$ cat src/hw/rtl/irpd_pkg.sv
// Shared constants for the IR pulse-distance transmitter.
package irpd_pkg;

  localparam int FRAME_BITS_DEFAULT = 32;

  localparam int FRAME_W   = 32;
  localparam int HALF_W    = 8;
  localparam int CYCLES_W  = 10;
  localparam int TICKS_W   = 16;
  localparam int CFG_IDX_W = 3;
  localparam int CFG_DAT_W = 16;

  localparam logic [CFG_IDX_W-1:0] CFG_CARRIER_HALF = 3'd0;
  localparam logic [CFG_IDX_W-1:0] CFG_HDR_MARK     = 3'd1;
  localparam logic [CFG_IDX_W-1:0] CFG_HDR_SPACE    = 3'd2;
  localparam logic [CFG_IDX_W-1:0] CFG_BIT_MARK     = 3'd3;
  localparam logic [CFG_IDX_W-1:0] CFG_ZERO_SPACE   = 3'd4;
  localparam logic [CFG_IDX_W-1:0] CFG_ONE_SPACE    = 3'd5;

  localparam logic [HALF_W-1:0]   RST_CARRIER_HALF = 8'd7;
  localparam logic [CYCLES_W-1:0] RST_HDR_MARK     = 10'd71;
  localparam logic [TICKS_W-1:0]  RST_HDR_SPACE    = 16'd1000;
  localparam logic [CYCLES_W-1:0] RST_BIT_MARK     = 10'd18;
  localparam logic [TICKS_W-1:0]  RST_ZERO_SPACE   = 16'd350;
  localparam logic [TICKS_W-1:0]  RST_ONE_SPACE    = 16'd700;

  localparam logic KIND_START = 1'b0;
  localparam logic KIND_TICK  = 1'b1;

endpackage

$ cat src/hw/rtl/ir_pulse_distance_transmitter_unit.sv
// Top level of the IR pulse-distance transmitter: frame sequencer and output register.
//
//  channel | direction | handshake             | payload
//  in      | in        | in_valid / in_ready   | kind, frame_word
//  out     | out       | out_valid / out_ready | ir_out, busy_res, frame_done, start_ignored
//  cfg     | in        | cfg_valid / cfg_ready | cfg_index, cfg_data
//
// One item per cycle: each transfer on in updates the sequencer and loads the
// result register in the same cycle. in_ready is high while the result register
// is empty or being taken, so a stalled out channel holds in. Synchronous reset
// returns the sequencer to idle and the timing registers to their defaults;
// cfg_ready is always high.
module ir_pulse_distance_transmitter_unit #(
  parameter int FRAME_BITS = irpd_pkg::FRAME_BITS_DEFAULT
) (
  input  logic                           clk,
  input  logic                           rst,
  input  logic                           in_valid,
  output logic                           in_ready,
  input  logic                           kind,
  input  logic [irpd_pkg::FRAME_W-1:0]   frame_word,
  output logic                           out_valid,
  input  logic                           out_ready,
  output logic                           ir_out,
  output logic                           busy_res,
  output logic                           frame_done,
  output logic                           start_ignored,
  input  logic                           cfg_valid,
  output logic                           cfg_ready,
  input  logic [irpd_pkg::CFG_IDX_W-1:0] cfg_index,
  input  logic [irpd_pkg::CFG_DAT_W-1:0] cfg_data
);

  localparam int BL_W = $clog2(FRAME_BITS + 1);

  typedef enum logic [2:0] {
    PH_IDLE      = 3'd0,
    PH_HDR_MARK  = 3'd1,
    PH_HDR_SPACE = 3'd2,
    PH_BIT_MARK  = 3'd3,
    PH_BIT_SPACE = 3'd4
  } phase_t;

  logic [irpd_pkg::HALF_W-1:0]   carrier_half_ticks;
  logic [irpd_pkg::CYCLES_W-1:0] header_mark_cycles;
  logic [irpd_pkg::TICKS_W-1:0]  header_space_ticks;
  logic [irpd_pkg::CYCLES_W-1:0] bit_mark_cycles;
  logic [irpd_pkg::TICKS_W-1:0]  zero_space_ticks;
  logic [irpd_pkg::TICKS_W-1:0]  one_space_ticks;

  phase_t                        phase, phase_next;
  logic [irpd_pkg::FRAME_W-1:0]  shift_frame, shift_frame_next;
  logic [BL_W-1:0]               bits_left, bits_left_next, bits_dec;
  logic [irpd_pkg::TICKS_W-1:0]  tick_count, tick_count_next, tick_inc;
  logic [irpd_pkg::CYCLES_W-1:0] cycle_count, cycle_count_next, cycle_inc;
  logic                          carrier_level, carrier_level_next;

  logic [irpd_pkg::CYCLES_W-1:0] mark_cycles;
  logic [irpd_pkg::TICKS_W-1:0]  space_ticks;
  logic [irpd_pkg::TICKS_W-1:0]  mark_tick_next;
  logic [irpd_pkg::CYCLES_W-1:0] mark_cycle_next;
  logic                          mark_level_next, mark_end;
  logic [irpd_pkg::TICKS_W-1:0]  space_tick_next;
  logic                          space_end;

  logic level, done, ignored;
  logic in_xfer;

  assign in_ready  = !out_valid || out_ready;
  assign in_xfer   = in_valid && in_ready;
  assign cfg_ready = 1'b1;

  assign tick_inc  = tick_count + 1'b1;
  assign cycle_inc = cycle_count + 1'b1;
  assign bits_dec  = (bits_left != '0) ? bits_left - 1'b1 : bits_left;

  assign mark_cycles = (phase == PH_HDR_MARK) ? header_mark_cycles : bit_mark_cycles;
  assign space_ticks = (phase == PH_HDR_SPACE) ? header_space_ticks :
                       (shift_frame[0] ? one_space_ticks : zero_space_ticks);

  // advance one carrier tick
  always_comb begin
    mark_tick_next  = tick_inc;
    mark_cycle_next = cycle_count;
    mark_level_next = carrier_level;
    mark_end        = 1'b0;
    if (tick_inc >= {{(irpd_pkg::TICKS_W - irpd_pkg::HALF_W){1'b0}}, carrier_half_ticks}) begin
      mark_tick_next = '0;
      if (carrier_level) begin
        mark_level_next = 1'b0;
      end else if (cycle_inc >= mark_cycles) begin
        mark_cycle_next = '0;
        mark_level_next = 1'b0;
        mark_end        = 1'b1;
      end else begin
        mark_cycle_next = cycle_inc;
        mark_level_next = 1'b1;
      end
    end
  end

  // advance one space tick
  always_comb begin
    space_end       = tick_inc >= space_ticks;
    space_tick_next = space_end ? '0 : tick_inc;
  end

  always_comb begin
    phase_next         = phase;
    shift_frame_next   = shift_frame;
    bits_left_next     = bits_left;
    tick_count_next    = tick_count;
    cycle_count_next   = cycle_count;
    carrier_level_next = carrier_level;
    level              = 1'b0;
    done               = 1'b0;
    ignored            = 1'b0;
    if (kind == irpd_pkg::KIND_START) begin
      if (phase != PH_IDLE) begin
        ignored = 1'b1;
        level   = ((phase == PH_HDR_MARK) || (phase == PH_BIT_MARK)) && carrier_level;
      end else begin
        shift_frame_next   = frame_word;
        bits_left_next     = BL_W'(FRAME_BITS);
        phase_next         = PH_HDR_MARK;
        tick_count_next    = '0;
        cycle_count_next   = '0;
        carrier_level_next = 1'b1;
        level              = 1'b1;
      end
    end else begin
      case (phase)
        PH_IDLE: begin
          phase_next = PH_IDLE;
        end
        PH_HDR_MARK, PH_BIT_MARK: begin
          level              = carrier_level;
          tick_count_next    = mark_tick_next;
          cycle_count_next   = mark_cycle_next;
          carrier_level_next = mark_level_next;
          if (mark_end) begin
            phase_next = (phase == PH_HDR_MARK) ? PH_HDR_SPACE : PH_BIT_SPACE;
          end
        end
        PH_HDR_SPACE: begin
          tick_count_next = space_tick_next;
          if (space_end) begin
            phase_next         = PH_BIT_MARK;
            carrier_level_next = 1'b1;
          end
        end
        PH_BIT_SPACE: begin
          tick_count_next = space_tick_next;
          if (space_end) begin
            shift_frame_next = shift_frame >> 1;
            bits_left_next   = bits_dec;
            if (bits_dec == '0) begin
              phase_next = PH_IDLE;
              done       = 1'b1;
            end else begin
              phase_next         = PH_BIT_MARK;
              carrier_level_next = 1'b1;
            end
          end
        end
        default: begin
          phase_next = PH_IDLE;
        end
      endcase
    end
  end

  always_ff @(posedge clk) begin
    if (rst) begin
      phase         <= PH_IDLE;
      shift_frame   <= '0;
      bits_left     <= '0;
      tick_count    <= '0;
      cycle_count   <= '0;
      carrier_level <= 1'b0;
      out_valid     <= 1'b0;
    end else begin
      if (in_xfer) begin
        phase         <= phase_next;
        shift_frame   <= shift_frame_next;
        bits_left     <= bits_left_next;
        tick_count    <= tick_count_next;
        cycle_count   <= cycle_count_next;
        carrier_level <= carrier_level_next;
        out_valid     <= 1'b1;
        ir_out        <= level;
        busy_res      <= (phase_next != PH_IDLE);
        frame_done    <= done;
        start_ignored <= ignored;
      end else if (out_ready) begin
        out_valid <= 1'b0;
      end
    end
  end

  always_ff @(posedge clk) begin
    if (rst) begin
      carrier_half_ticks <= irpd_pkg::RST_CARRIER_HALF;
      header_mark_cycles <= irpd_pkg::RST_HDR_MARK;
      header_space_ticks <= irpd_pkg::RST_HDR_SPACE;
      bit_mark_cycles    <= irpd_pkg::RST_BIT_MARK;
      zero_space_ticks   <= irpd_pkg::RST_ZERO_SPACE;
      one_space_ticks    <= irpd_pkg::RST_ONE_SPACE;
    end else if (cfg_valid && cfg_ready) begin
      case (cfg_index)
        irpd_pkg::CFG_CARRIER_HALF: carrier_half_ticks <= cfg_data[irpd_pkg::HALF_W-1:0];
        irpd_pkg::CFG_HDR_MARK:     header_mark_cycles <= cfg_data[irpd_pkg::CYCLES_W-1:0];
        irpd_pkg::CFG_HDR_SPACE:    header_space_ticks <= cfg_data;
        irpd_pkg::CFG_BIT_MARK:     bit_mark_cycles    <= cfg_data[irpd_pkg::CYCLES_W-1:0];
        irpd_pkg::CFG_ZERO_SPACE:   zero_space_ticks   <= cfg_data;
        irpd_pkg::CFG_ONE_SPACE:    one_space_ticks    <= cfg_data;
        default: ;
      endcase
    end
  end

  a_done_idle: assert property (@(posedge clk) disable iff (rst)
    out_valid && frame_done |-> !busy_res)
    else $error("frame_done with busy_res set");

  a_ignored_busy: assert property (@(posedge clk) disable iff (rst)
    out_valid && start_ignored |-> busy_res)
    else $error("ignored start while idle");

  a_pin_busy: assert property (@(posedge clk) disable iff (rst)
    out_valid && ir_out |-> busy_res)
    else $error("pin high outside a frame");

  a_start_load: assert property (@(posedge clk) disable iff (rst)
    in_xfer && (kind == irpd_pkg::KIND_START) && (phase == PH_IDLE)
      |=> (phase == PH_HDR_MARK) && carrier_level && (bits_left == BL_W'(FRAME_BITS)))
    else $error("start did not load the header mark");

  a_bits_range: assert property (@(posedge clk) disable iff (rst)
    (phase == PH_BIT_MARK) || (phase == PH_BIT_SPACE) |-> (bits_left != '0))
    else $error("bit phase with no bits left");

endmodule

$ cat config.mk
export PLATFORM = sky130hd
export DESIGN_NAME = ir_pulse_distance_transmitter_unit
export DESIGN_NICKNAME = d
export VERILOG_FILES = /design/src/hw/rtl/irpd_pkg.sv /design/src/hw/rtl/ir_pulse_distance_transmitter_unit.sv
export SDC_FILE = /design/constraint.sdc
export NUM_CORES = 1
export LEC_CHECK = 0
export ABC_AREA = 1
export BUFFER_PORTS_ARGS = -buffer_cell sky130_fd_sc_hd__buf_2
export CORE_MARGIN = 2
export CORE_UTILIZATION = 60
export CTS_CLUSTER_DIAMETER = 150
export DETAILED_ROUTE_END_ITERATION = 7
export PLACE_DENSITY = 0.8
export SLEW_MARGIN = 20
export SYNTH_ARGS = -nofsm -noshare
export SYNTH_HDL_FRONTEND = slang
export SYNTH_SLANG_ARGS = --single-unit
$ cat constraint.sdc
create_clock -name clk -period 3.26 [get_ports clk]
set_input_delay 0.326 -clock clk [delete_from_list [all_inputs] [get_ports clk]]
set_output_delay 0.326 -clock clk [all_outputs]
set_load 0.01 [all_outputs]
[Word level (Yosys, flattened, before mapping)]
Index checks and enable logic that the tools add are counted.
Storage, ports and cells
  register bits: 149
  bits of input ports: 57
  word-level logic and storage cells: 120
Cells by class
  add/sub/neg operators: 3
  $lt $le $gt $ge: 3
  equal/unequal tests: 21
  multiplexer cells: 50
  bitwise gates (word level): 1
  reductions and logical operators: 25
Operators by type and width (count)
  2-to-1 mux 32 bit: 4
  2-to-1 mux 16 bit: 6
  2-to-1 mux 10 bit: 7
  one-hot mux 16 bit (2 select lines): 1
  2-to-1 mux 6 bit: 5
  2-to-1 mux 1 bit: 18
  2-to-1 mux 3 bit: 6
  adder 16 x 1 -> 16 bit, second input constant: 1
  >= comparator 16 bit: 1
  >= comparator 16 x 8 -> 1 bit: 1
  AND reduction 2 bit: 7
  equality test 3 x 2 -> 1 bit, second input constant: 4
  inequality test 3 bit, second input constant: 4
  adder 10 x 1 -> 10 bit, second input constant: 1
  >= comparator 10 bit: 1
  equality test 3 bit, second input constant: 3
  one-hot mux 3 bit (3 select lines): 1
  inequality test 2 x 1 -> 1 bit, second input constant: 4
  AND reduction 7 bit: 1
  equality test 3 x 1 -> 1 bit, second input constant: 2
  logical NOT 6 bit: 1
  AND reduction 3 bit: 2
  nonzero test 3 bit: 2
  nonzero test 6 bit: 1
  other kinds (15): 19

[Depth between registers and ports, before layout]
Gate-level depths: netlist (run 1).
  word-level depth: 10
  gate-level depth with buffers: 25
  mapped depth without buffers: 24

[Worst setup path before layout (run 1)]
No wires, ideal clock.
  kind: flip-flop to flip-flop
  from: reg phase[0]
  to: reg busy_res (data pin)
  setup time: 0.256 ns
  arrival: 2.728 ns
  required time: 3.004 ns
  setup slack: 0.276 ns
  cell stages (with the launch flop): 21
  buffers on the path: 1
  cell sequence: dfxtp_1 -> inv_1 -> nor2_1 -> inv_1 -> nor2_1 -> inv_1 -> clkbuf_1 -> nand2_1 -> o21ai_0 -> ha_1 -> nand2_1 -> nor2_1 -> o211ai_1 -> nand4_1 -> nand2_1 -> inv_1 -> nand2_1 -> a21oi_1 -> nand3_1 -> a21oi_1 -> nand2_1
Between the ends
  word-level cells in the longest chain between the ends: 10
RTL lines
  start: declaration: line ir_pulse_distance_transmitter_unit.sv:51  | phase_t phase, phase_next;
  start signal: assignment: line ir_pulse_distance_transmitter_unit.sv:184  | phase <= phase_next;
  equality test 3 x 1 -> 1 bit: line ir_pulse_distance_transmitter_unit.sv:77, ir_pulse_distance_transmitter_unit.sv:132, ir_pulse_distance_transmitter_unit.sv:142
  2-to-1 mux 10 bit: line ir_pulse_distance_transmitter_unit.sv:77  | assign mark_cycles = (phase == PH_HDR_MARK) ? header_mark_cycles : bit_mark_cycles;
  >= comparator 10 bit: line ir_pulse_distance_transmitter_unit.sv:91  | end else if (cycle_inc >= mark_cycles) begin
  2-to-1 mux 1 bit: line ir_pulse_distance_transmitter_unit.sv:91
  2-to-1 mux 1 bit: line ir_pulse_distance_transmitter_unit.sv:89  | if (carrier_level) begin
  2-to-1 mux 1 bit: line ir_pulse_distance_transmitter_unit.sv:87  | if (tick_inc >= {{(irpd_pkg::TICKS_W - irpd_pkg::HALF_W){1'b0}}, carrier_half_ticks}) begin
  2-to-1 mux 3 bit: line ir_pulse_distance_transmitter_unit.sv:141  | if (mark_end) begin
  one-hot mux 3 bit (3 select lines): line ir_pulse_distance_transmitter_unit.sv:132  | case (phase)
  2-to-1 mux 3 bit *: line ir_pulse_distance_transmitter_unit.sv:118  | if (kind == irpd_pkg::KIND_START) begin
  nonzero test 3 bit *: line ir_pulse_distance_transmitter_unit.sv:192  | busy_res <= (phase_next != PH_IDLE);
  end signal: assignment: line ir_pulse_distance_transmitter_unit.sv:192
  end: declaration: line ir_pulse_distance_transmitter_unit.sv:25  | output logic busy_res,
Every way passes the cells marked *; elsewhere a longest branch is shown, timed or not.
A chain may end at the register's enable or synchronous reset.

[Worst setup path after layout (run 1)]
  from: reg tick_count[6] (netlist name)
  to: reg busy_res (data pin)
Between the ends
  word-level cells in the longest chain between the ends: 7
RTL lines
  start: declaration: line ir_pulse_distance_transmitter_unit.sv:54  | logic [irpd_pkg::TICKS_W-1:0] tick_count, tick_count_next, tick_inc;
  start signal: assignment: line ir_pulse_distance_transmitter_unit.sv:187  | tick_count <= tick_count_next;
  adder 16 x 1 -> 16 bit *: line ir_pulse_distance_transmitter_unit.sv:73  | assign tick_inc = tick_count + 1'b1;
  >= comparator 16 x 8 -> 1 bit: line ir_pulse_distance_transmitter_unit.sv:87
  2-to-1 mux 1 bit: line ir_pulse_distance_transmitter_unit.sv:87
  2-to-1 mux 3 bit: line ir_pulse_distance_transmitter_unit.sv:141
  one-hot mux 3 bit (3 select lines) *: line ir_pulse_distance_transmitter_unit.sv:132
  2-to-1 mux 3 bit *: line ir_pulse_distance_transmitter_unit.sv:118
  nonzero test 3 bit *: line ir_pulse_distance_transmitter_unit.sv:192
Marked as above.

==> results of run 1 <==
## timing repair
action                                  4_1_cts  5_1_grt
buffers inserted                              0        3
resized for setup                             0       20
endpoints found under the setup margin        0       59
## per-layer routing
layer / vias to the layer above / wire length (um) / global-route usage [%] / part of all wire [%]
li1: 3750 / - / - / -
met1: 3411 / 9060 / 39.7 / 48
met2: 259 / 8510 / 41.8 / 45
met3: 18 / 1310 / 5.46 / 6.9
met4: 0 / 195 / 6.99 / 1.0
met5: - / 0 / 0 / 0
## cell usage after synthesis, types with 3 or more instances
library cell  number  area share, %
buf_6              8            1.1
o21ai_1           13           0.82
o211a_1           16            2.0
nand3_2            4           0.51
o211ai_1           4           0.38
edfxtp_1           4            1.5
xor2_1            11            1.2
o21ai_0           89            5.6
nor2_2             5           0.39
buf_2              4           0.25
xnor2_1            4           0.44
nor2_1           115            5.4
inv_1             98            4.6
a21oi_1           83            5.2
nor3_1             4           0.25
nand3b_1           4           0.38
nand2_1          241             11
buf_1              3           0.14
dfxtp_1          145             37
clkbuf_1          35            1.7
nand3_1          100            6.3
mux2i_1           17            2.1
clkinv_1           4           0.19
ha_1              37            5.8
nand4_1           18            1.4
o22ai_1            3           0.24
nand2_2            4           0.32
## per-stage QoR
stage / setup WS (ps) / total power, mW
3_3_place_gp: 154 / 2.49
5_1_grt: -20.2 / 4.41
4_1_cts: 54.8 / 4.23
2_1_floorplan: 276 / 2.35
6_report: 205 / 4.23
3_5_place_dp: 70.0 / 2.51
## flip-flops by register name, summed over array words and instances, names as in the netlist, 3 cells and up
name	count
bit_mark_cycles	10
bits_left	6
carrier_half_ticks	8
cycle_count	10
header_mark_cycles	10
header_space_ticks	16
one_space_ticks	16
phase	3
shift_frame	32
tick_count	16
zero_space_ticks	16
## worst max-delay path, cell delays in order (launching register included)
cell and delay (ps):
dfxtp_1 430, nand2_1 150, nor2_2 150, and2_4 180, xnor2_1 110, inv_1 110
ha_1 310, inv_1 70, nor3_2 260, nand4_1 250, nand4_4 230, nand2_1 90
a21oi_1 130, nand3_1 130, a21oi_2 150, nand2_1 50
## report_power, final
group | total, mW | leakage [nW] | switching [mW] | internal, mW
clock | 1.75 | 0.249 | 0.771 | 0.974
combinational | 0.549 | 2.84 | 0.356 | 0.193
sequential | 1.94 | 1.22 | 0.0372 | 1.90
total | 4.23 | 4.31 | 1.16 | 3.07
## logic make-up (layout without fill, tap and decap cells)
logic type,Yosys count,after routing,synth area share (%)
and+or+nand+nor,507,507,28.2
AOI/OAI and AO/OA,219,219,15.5
buffers and inverters,158,221,8.48
DFF,149,149,38.1
adders and majority gates,37,37,5.84
muxes,17,17,2.15
xor gates and xnor gates,15,15,1.66
other,1,1,0.0473
## final timing paths
path	end	slack, ps
setup / recovery	busy_res$_DFFE_PP_	200
hold / removal	zero_space_ticks[15]$_SDFFE_PP0P_	170
setup reg to reg	busy_res$_DFFE_PP_	200
hold reg to reg	header_space_ticks[6]$_SDFFE_PP1P_	450
## layout make-up
| class | count | share of cell area (%) |
|---|---|---|
| timing repair buffer | 84 | 5.58 |
| tap | 172 | 2.40 |
| clock inverter | 10 | 0.836 |
| sequential | 149 | 33.7 |
| multi-input combinational | 796 | 47.8 |
| clock buffer | 21 | 4.91 |
| inverter | 106 | 4.74 |
==> results.yml, run 1 <==
synth:
  syn_area_per_cell_um2: 7.19
  synth.cell_area_um2: 7930
  yosysUniqueCellTypes: 52
  synth_nets: 1197
  synth_edf_count: 4
  synthArstFlopShare_pct: 0
  syn_inst: 1103
  seq_area_frac_synth_pct: 38.1
  synth_ff_type: "dfxtp_1"
  synth-seq-cells: 149
  ys_warn_count: 0
final_layout:
  diodes: 0
  design_area_um2: 8980
  areaGrowthSynthToFinish_pct: 13.2
  fill_cells: 1062
  regArea_um2: 3030
  fin_util_pct: 70.3
  most-common-layout-cells: "241 x nand2_1, 142 x dfxtp_1, 112 x nor2_1, 98 x nand3_1, 96 x inv_1"
  stdcell_count: 1338
  nNetsFinal: 1248
  drive_above_1_share_pct: 13.3
  layout_commonest_cell: "nand2_1"
  multiInputGateArea_um2: 4290
clock_network:
  clock_path_buffers: 2
  cts_root_buf: "clkbuf_16"
  cts_buffers: 17
  cts.sinks: 149
  insertion_delay_ps: 420
  cts_tree: "yes"
  htree_levels: 4
  clk_pin_slew_ps: 60
  hold_buffers: 0
route:
  postRouteAntennaNets: 0
  vias: 7438
  dr.pass1.iters: 6
  viasPerCell: 5.56
  initialDrtViolationCount: 717
  wire_per_inst_um: 14.3
  drc: 0
  wl_um: 19100
sta:
  maxSlewViolCount: 0
  min_period_ps: 3060
  maxSlewHeadroom_pct: 50.2
  fin_setup_tns_ps: 0
  hold_violations: 0
  holdWs_ps: 167
  worst_pin_slew_ps: 747
  final-setup-viol-count: 0
  timing.fmax_mhz: 327
  post-route-period-util_pct: 93.7
  fin_skew_ps: 9.71
die:
  io_pins: 64
  core_um2: 12800
  die_x_um: 119
  initial_utilization_pct: 62.1
  dieArea_um2: 14100
  num_rows: 41
  die_h_um: 119
grt:
  grt_max_degree: 65
  gr-total-overflow: 0
  grtUsageTotal_pct: 27.4
  antenna_found_initial: 0
  grt_pass1_wl_um: 31900
  grt_pass1_vias: 6727
place:
  dp_cells: 1304
  placed_area_um2: 8350
  dp.final_hpwl_um: 12900
  place.gp.congestion: 0.894
  io_buffers: 62
min_path:
  hold_class: "input port to register"
  min_delay_path_depth: 3
  worstHoldStart: "cfg_data[15]"
critical_path:
  crit_path_max_fanout: 5
  timing.rr.start: "tick_count[6]$_SDFFE_PP0P_"
  start_kind: "register"
  critPathArrivalTime_ps: 3230
  path_class: "register to register"
  r2r_cells: 15
  required_ps: 3440
  endpoint_kind: "register"
  startpoint: "tick_count[6]$_SDFFE_PP0P_"
flow_run:
  max_cap_viol_count: 0
pwr:
  p_leak_nw: 4.31
  power-per-cell-area_nw_per_um2: 472
  peakVddDrop_mv: 0.352
status:
  status: "finished clean"
No activity file was read; power rests on OpenSTA's default activity.
==> inputs of run 2 (changes only) <==
ABC_AREA = default   (was 1)
==> run 2 against run 1 <==
Effect of this change:
- the run now ends with setup timing left
- cell count is 9.2% lower
- routed wire length is 9.1% higher
- global-route usage is 1.9 points higher
- cell area is 6.5% higher
- synthesized cell count is 16% lower
- critical endpoint is now tick_count[2]$_SDFFE_PP0P_
==> results.yml, run 2 <==
status:
  status: "complete, but fails checks"
  violations: "setup timing"
synth:
  synth_nets: 1023
  syn_inst: 929
  synth.most_common_cell: "nand2_1"
  synth_top_area_share_pct: 37.7
  synth_top_area_cell: "dfxtp_1"
  synth_ff_type: "dfxtp_1"
  synthArstFlopShare_pct: 0
  synth-seq-cells: 149
  ys_warn_count: 0
  synth_edf_count: 4
  syn_area_per_cell_um2: 8.28
  synthTopCellsByCount: "189 x nand2_1, 145 x dfxtp_1, 78 x a21oi_1"
  seq_area_frac_synth_pct: 39.3
  synth.cell_area_um2: 7700
  synth_area_leaders: "dfxtp_1 38%, nand2_1 9.2%, mux2i_1 7.5%, ha_1 6.0%, a21oi_1 5.1%"
  yosysUniqueCellTypes: 70
sta:
  fin_setup_tns_ps: -6100
  fin_skew_ps: 7.02
  fin_ws_ps: -196
  maxSlewHeadroom_pct: 23.4
  timing.fmax_mhz: 289
  min_period_ps: 3460
  worst_pin_slew_ps: 1150
  final-setup-viol-count: 54
  rsz0062_at_grt: "yes"
  maxSlewViolCount: 0
  post-route-period-util_pct: 106
  hold_violations: 0
pwr:
  peakVddDrop_mv: 0.426
  finalPower_mw: 4.25
  p_leak_nw: 4.10
  power-per-cell-area_nw_per_um2: 445
die:
  io_pins: 64
  die_h_um: 117
  dieArea_um2: 13700
  initial_utilization_pct: 61.2
  num_rows: 41
  die_x_um: 117
  core_um2: 12600
final_layout:
  nNetsFinal: 1128
  diodes: 0
  layout_commonest_cell: "nand2_1"
  fill_cells: 868
  stdcell_count: 1215
  largest_register: "shift_frame"
  fin_util_pct: 76.1
  most-common-layout-cells: "188 x nand2_1, 138 x dfxtp_1, 77 x a21oi_1, 73 x nor2_1, 70 x buf_4"
  largest_reg_flops: 32
  areaGrowthSynthToFinish_pct: 24.3
  drive_above_1_share_pct: 22.1
clock_network:
  htree_levels: 4
  cts_root_buf: "clkbuf_16"
  clk_pin_slew_ps: 60
  cts.sinks: 149
  insertion_delay_ps: 420
  hold_buffers: 0
  cts_buffers: 17
  clock_path_buffers: 2
  cts_tree: "yes"
grt:
  grt_max_degree: 112
  grt_pass1_vias: 6588
  grtUsageTotal_pct: 29.3
  gr-total-overflow: 0
  grt_pass1_wl_um: 31900
  antenna_found_initial: 0
critical_path:
  critPathArrivalTime_ps: 3810
  endpoint_kind: "register"
  slowest_stage: "nor4b_1"
  path_class: "register to register"
  crit_path_max_fanout: 5
  cp_top_family: "compound AO/OA/AOI/OAI gates"
  start_kind: "register"
  required_ps: 3620
  critical_path.max_stage_delay_ps: 420
  cp_cell_sequence: "ha_4 > nand3_4 > buf_4 > nor4_4 > xor2_1 > ha_1 > a21o_1 > a21o_1 > a21o_1 > a21oi_2 > buf_6 > o21ai_4 > a2bb2oi_4 > buf_6 > nor4b_1 > a221o_1"
  critPathBufInv: 3
  crit_top_cell: "a21o_1"
route:
  initialDrtViolationCount: 548
  dr.pass1.iters: 5
  wire_per_inst_um: 17.1
  viasPerCell: 5.92
  vias: 7194
  drc: 0
  wl_um: 20800
  postRouteAntennaNets: 0
flow_run:
  max_cap_viol_count: 0
place:
  io_buffers: 62
  place.gp.congestion: 0.901
  dp_cells: 1175
  dp.final_hpwl_um: 13200
  place_ws_ps: -165
min_path:
  hold_class: "input port to register"
[run 2: timing repair]
item / 4_1_cts / 5_1_grt
setup endpoints to repair: 61 / 69
gates resized for setup: 21 / 35
buffers inserted: 4 / 5
pin swaps: 18 / 21
cloned: 2 / 2
[run 2: per-stage QoR]
| step | instance area, um2 | hold WS (ps) |
|---|---|---|
| 5_1_grt | 9560 | 177 |
| 2_1_floorplan | 7800 | 434 |
| 3_3_place_gp | 8680 | 441 |
| 6_report | 9560 | 161 |
| 4_1_cts | 9360 | 156 |
| 3_5_place_dp | 8680 | 446 |
[run 2: worst paths after layout]
| path | startpoint | endpoint | slack (ps) | cells after the start |
|---|---|---|---|---|
| max | tick_count[0]$_SDFFE_PP0P_ | tick_count[2]$_SDFFE_PP0P_ | -200 | 16 |
| max reg2reg | tick_count[0]$_SDFFE_PP0P_ | tick_count[2]$_SDFFE_PP0P_ | -200 | 16 |
| min | in_valid | out_valid$_SDFFE_PP0P_ | 160 | 3 |
| min reg2reg | carrier_half_ticks[5]$_SDFFE_PP0P_ | carrier_half_ticks[5]$_SDFFE_PP0P_ | 450 | 2 |
[run 2: layout make-up]
class / instances / area (um2) / area share, %
Timing Repair Buffer: 145 / 1060 / 11.1
Tap cell: 172 / 215 / 2.25
Sequential cell: 149 / 3040 / 31.8
Clock buffer: 21 / 472 / 4.93
Inverter: 20 / 75.1 / 0.785
Clock inverter: 7 / 51.3 / 0.536
Multi-Input combinational cell: 701 / 4650 / 48.6
[run 2: cells by family after synthesis]
group	synth area share (%)
AOI/OAI and AO/OA	16.9
xor gates and xnor gates	2.39
adders and majority gates	6.15
buffers and inverters	4.26
DFF	39.3
muxes	7.98
other	0.0487
and+or+nand+nor	23.0
[run 2: per-layer routing]
layer / part of all wire (%) / vias up / GRT usage (%)
met5: 0 / - / 0
met4: 2.2 / 0 / 7.53
met3: 6.7 / 44 / 6.23
met2: 49 / 278 / 47.0
met1: 42 / 3390 / 40.4
li1: - / 3482 / -
[run 2: power breakdown]
group | leakage (nW) | switching (mW) | internal (mW)
clock network | 0.248 | 0.739 | 1.02
logic | 2.63 | 0.316 | 0.244
registers | 1.22 | 0.0394 | 1.89
[run 2: tightest hold or removal path, delay by kind of cell]
kind                   cells  cell delay (ps)
AO/OA/AOI/OAI              1               50
buffers and inverters      2              150
==> inputs of run 3 (changes only) <==
CAP_MARGIN = 40   (was default)
PLACE_DENSITY = 0.78   (was 0.8)
==> run 3 against run 2 <==
Effect of this change:
- critical path depth fell by 1
- setup slack got worse by 18 ps
- sequential power barely moved
- clock power rose by 16%
- critical path type unchanged
- the run still ends with setup timing left
==> results.yml, run 3 (synthesized netlist as in run 2, its figures left out) <==
sta:
  fin_ws_ps: -214
  rsz0062_at_grt: "yes"
  post-route-period-util_pct: 107
  maxSlewHeadroom_pct: 51.8
  holdWs_ps: 149
  hold_violations: 0
  fin_setup_tns_ps: -5260
  fin_skew_ps: 9.29
  worst_pin_slew_ps: 717
  min_period_ps: 3470
  maxSlewViolCount: 0
  timing.fmax_mhz: 288
  final-setup-viol-count: 56
die:
  core_um2: 12600
  initial_utilization_pct: 61.2
  io_pins: 64
  die_x_um: 117
  num_rows: 41
  dieArea_um2: 13700
  die_h_um: 117
status:
  violations: "setup timing"
  status: "complete, but fails checks"
clock_network:
  insertion_delay_ps: 440
  cts_buffers: 17
  htree_levels: 4
  clk_pin_slew_ps: 60
  cts_tree: "yes"
  cts_root_buf: "clkbuf_16"
  clock_path_buffers: 2
  cts.sinks: 149
final_layout:
  largest_register: "shift_frame"
  fin_util_pct: 79.1
  stdcell_count: 1225
  nNetsFinal: 1134
  most-common-layout-cells: "188 x nand2_1, 140 x dfxtp_1, 75 x a21oi_1, 74 x nor2_1, 66 x buf_4"
  largest_reg_flops: 32
  areaGrowthSynthToFinish_pct: 29.2
  drive_above_1_share_pct: 24.4
  diodes: 0
  fill_cells: 796
  layout_commonest_cell: "nand2_1"
critical_path:
  r2r_end: "shift_frame[17]$_SDFFE_PP0P_"
  endpoint_kind: "register"
  start_kind: "register"
  critPathArrivalTime_ps: 3820
  required_ps: 3610
  timing.rr.start: "tick_count[0]$_SDFFE_PP0P_"
  r2r_cells: 15
  r2r_slack_ps: -210
  crit_path_max_fanout: 7
  path_class: "register to register"
min_path:
  hold_end: "out_valid$_SDFFE_PP0P_"
  min_delay_path_depth: 3
  hold_class: "input port to register"
  worstHoldStart: "in_valid"
route:
  postRouteAntennaNets: 0
  viasPerCell: 5.92
  dr.pass1.iters: 5
  initialDrtViolationCount: 558
  wl_um: 21800
  wire_per_inst_um: 17.8
  vias: 7254
  drc: 0
place:
  place_ws_ps: -130
  place.gp.congestion: 0.854
  io_buffers: 62
  dp_cells: 1170
  dp.final_hpwl_um: 13200
pwr:
  power-per-cell-area_nw_per_um2: 461
  p_leak_nw: 4.22
  peakVddDrop_mv: 0.433
grt:
  gr-total-overflow: 0
  antenna_found_initial: 0
  grt_max_degree: 87
  grtUsageTotal_pct: 29.4
  grt_pass1_wl_um: 31500
  grt_pass1_vias: 6562
flow_run:
  max_cap_viol_count: 0
==> run 3: stage by stage <==
| step | area (um2) | power, mW |
|---|---|---|
| finish | 9940 | 4.58 |
| detailed placement | 8630 | 2.46 |
| floorplan | 7800 | 2.28 |
| global route | 9940 | 4.72 |
| CTS | 9370 | 4.50 |
| global placement | 8620 | 2.45 |
==> run 3: power by group <==
group | switching, mW | total (mW) | internal (mW)
Sequential | 0.0399 | 1.93 | 1.89
Combinational | 0.340 | 0.606 | 0.266
Clock | 0.806 | 2.04 | 1.23
==> run 3: how the worst max path moves through the flow <==
| stage | start | endpoint | slack [ps] | cells past startpoint |
|---|---|---|---|---|
| finish | tick_count[0]$_SDFFE_PP0P_ | shift_frame[17]$_SDFFE_PP0P_ | -210 | 15 |
| global route | tick_count[0]$_SDFFE_PP0P_ | shift_frame[17]$_SDFFE_PP0P_ | -340 | 15 |
| CTS | tick_count[0]$_SDFFE_PP0P_ | tick_count[2]$_SDFFE_PP0P_ | -80 | 14 |
| detailed placement | tick_count[0]$_SDFFE_PP0P_ | tick_count[2]$_SDFFE_PP0P_ | -130 | 15 |
| global placement | tick_count[0]$_SDFFE_PP0P_ | tick_count[2]$_SDFFE_PP0P_ | -80 | 15 |
| floorplan | tick_count[0]$_SDFFE_PP0P_ | tick_count[2]$_SDFFE_PP0P_ | -50 | 14 |
==> run 3: final cells by class <==
class | instances | area (um2) | share of cell area (%)
inverter | 20 | 75.1 | 0.755
timing repair buffer | 151 | 1220 | 12.3
sequential | 149 | 3030 | 30.5
multi-input combinational | 701 | 4790 | 48.2
tap | 172 | 215 | 2.16
clock inverter | 13 | 169 | 1.70
clock buffer | 19 | 443 | 4.45
==> run 3: layer usage <==
metal / routed length [um] / track usage [%] / part of all wire (%)
met5: 0 / 0 / 0
met4: 435 / 7.76 / 2.0
met3: 1600 / 7.47 / 7.3
met2: 10500 / 48.1 / 48
met1: 9200 / 39.0 / 42
==> run 3: critical path: stages (launching register included) <==
cell and delay (ps):
dfxtp_4 370, ha_4 140, nand3_4 70, or3_4 430, xnor2_4 150, ha_4 270
o211a_1 130, a41oi_1 110, o32a_1 320, maj3_2 370, o22ai_4 160, a31o_4 310
buf_4 160, buf_6 100, nor2_1 50, a211oi_2 220
==> run 3: timing repair <==
item / in CTS / in global routing
endpoints found under the setup margin: 56 / 69
hold buffers: 0 / 0
gates cloned: 1 / 6
pin swaps: 6 / 25
setup buffers: 1 / 14
hold endpoints to repair: 0 / 0
gates resized for setup: 18 / 64
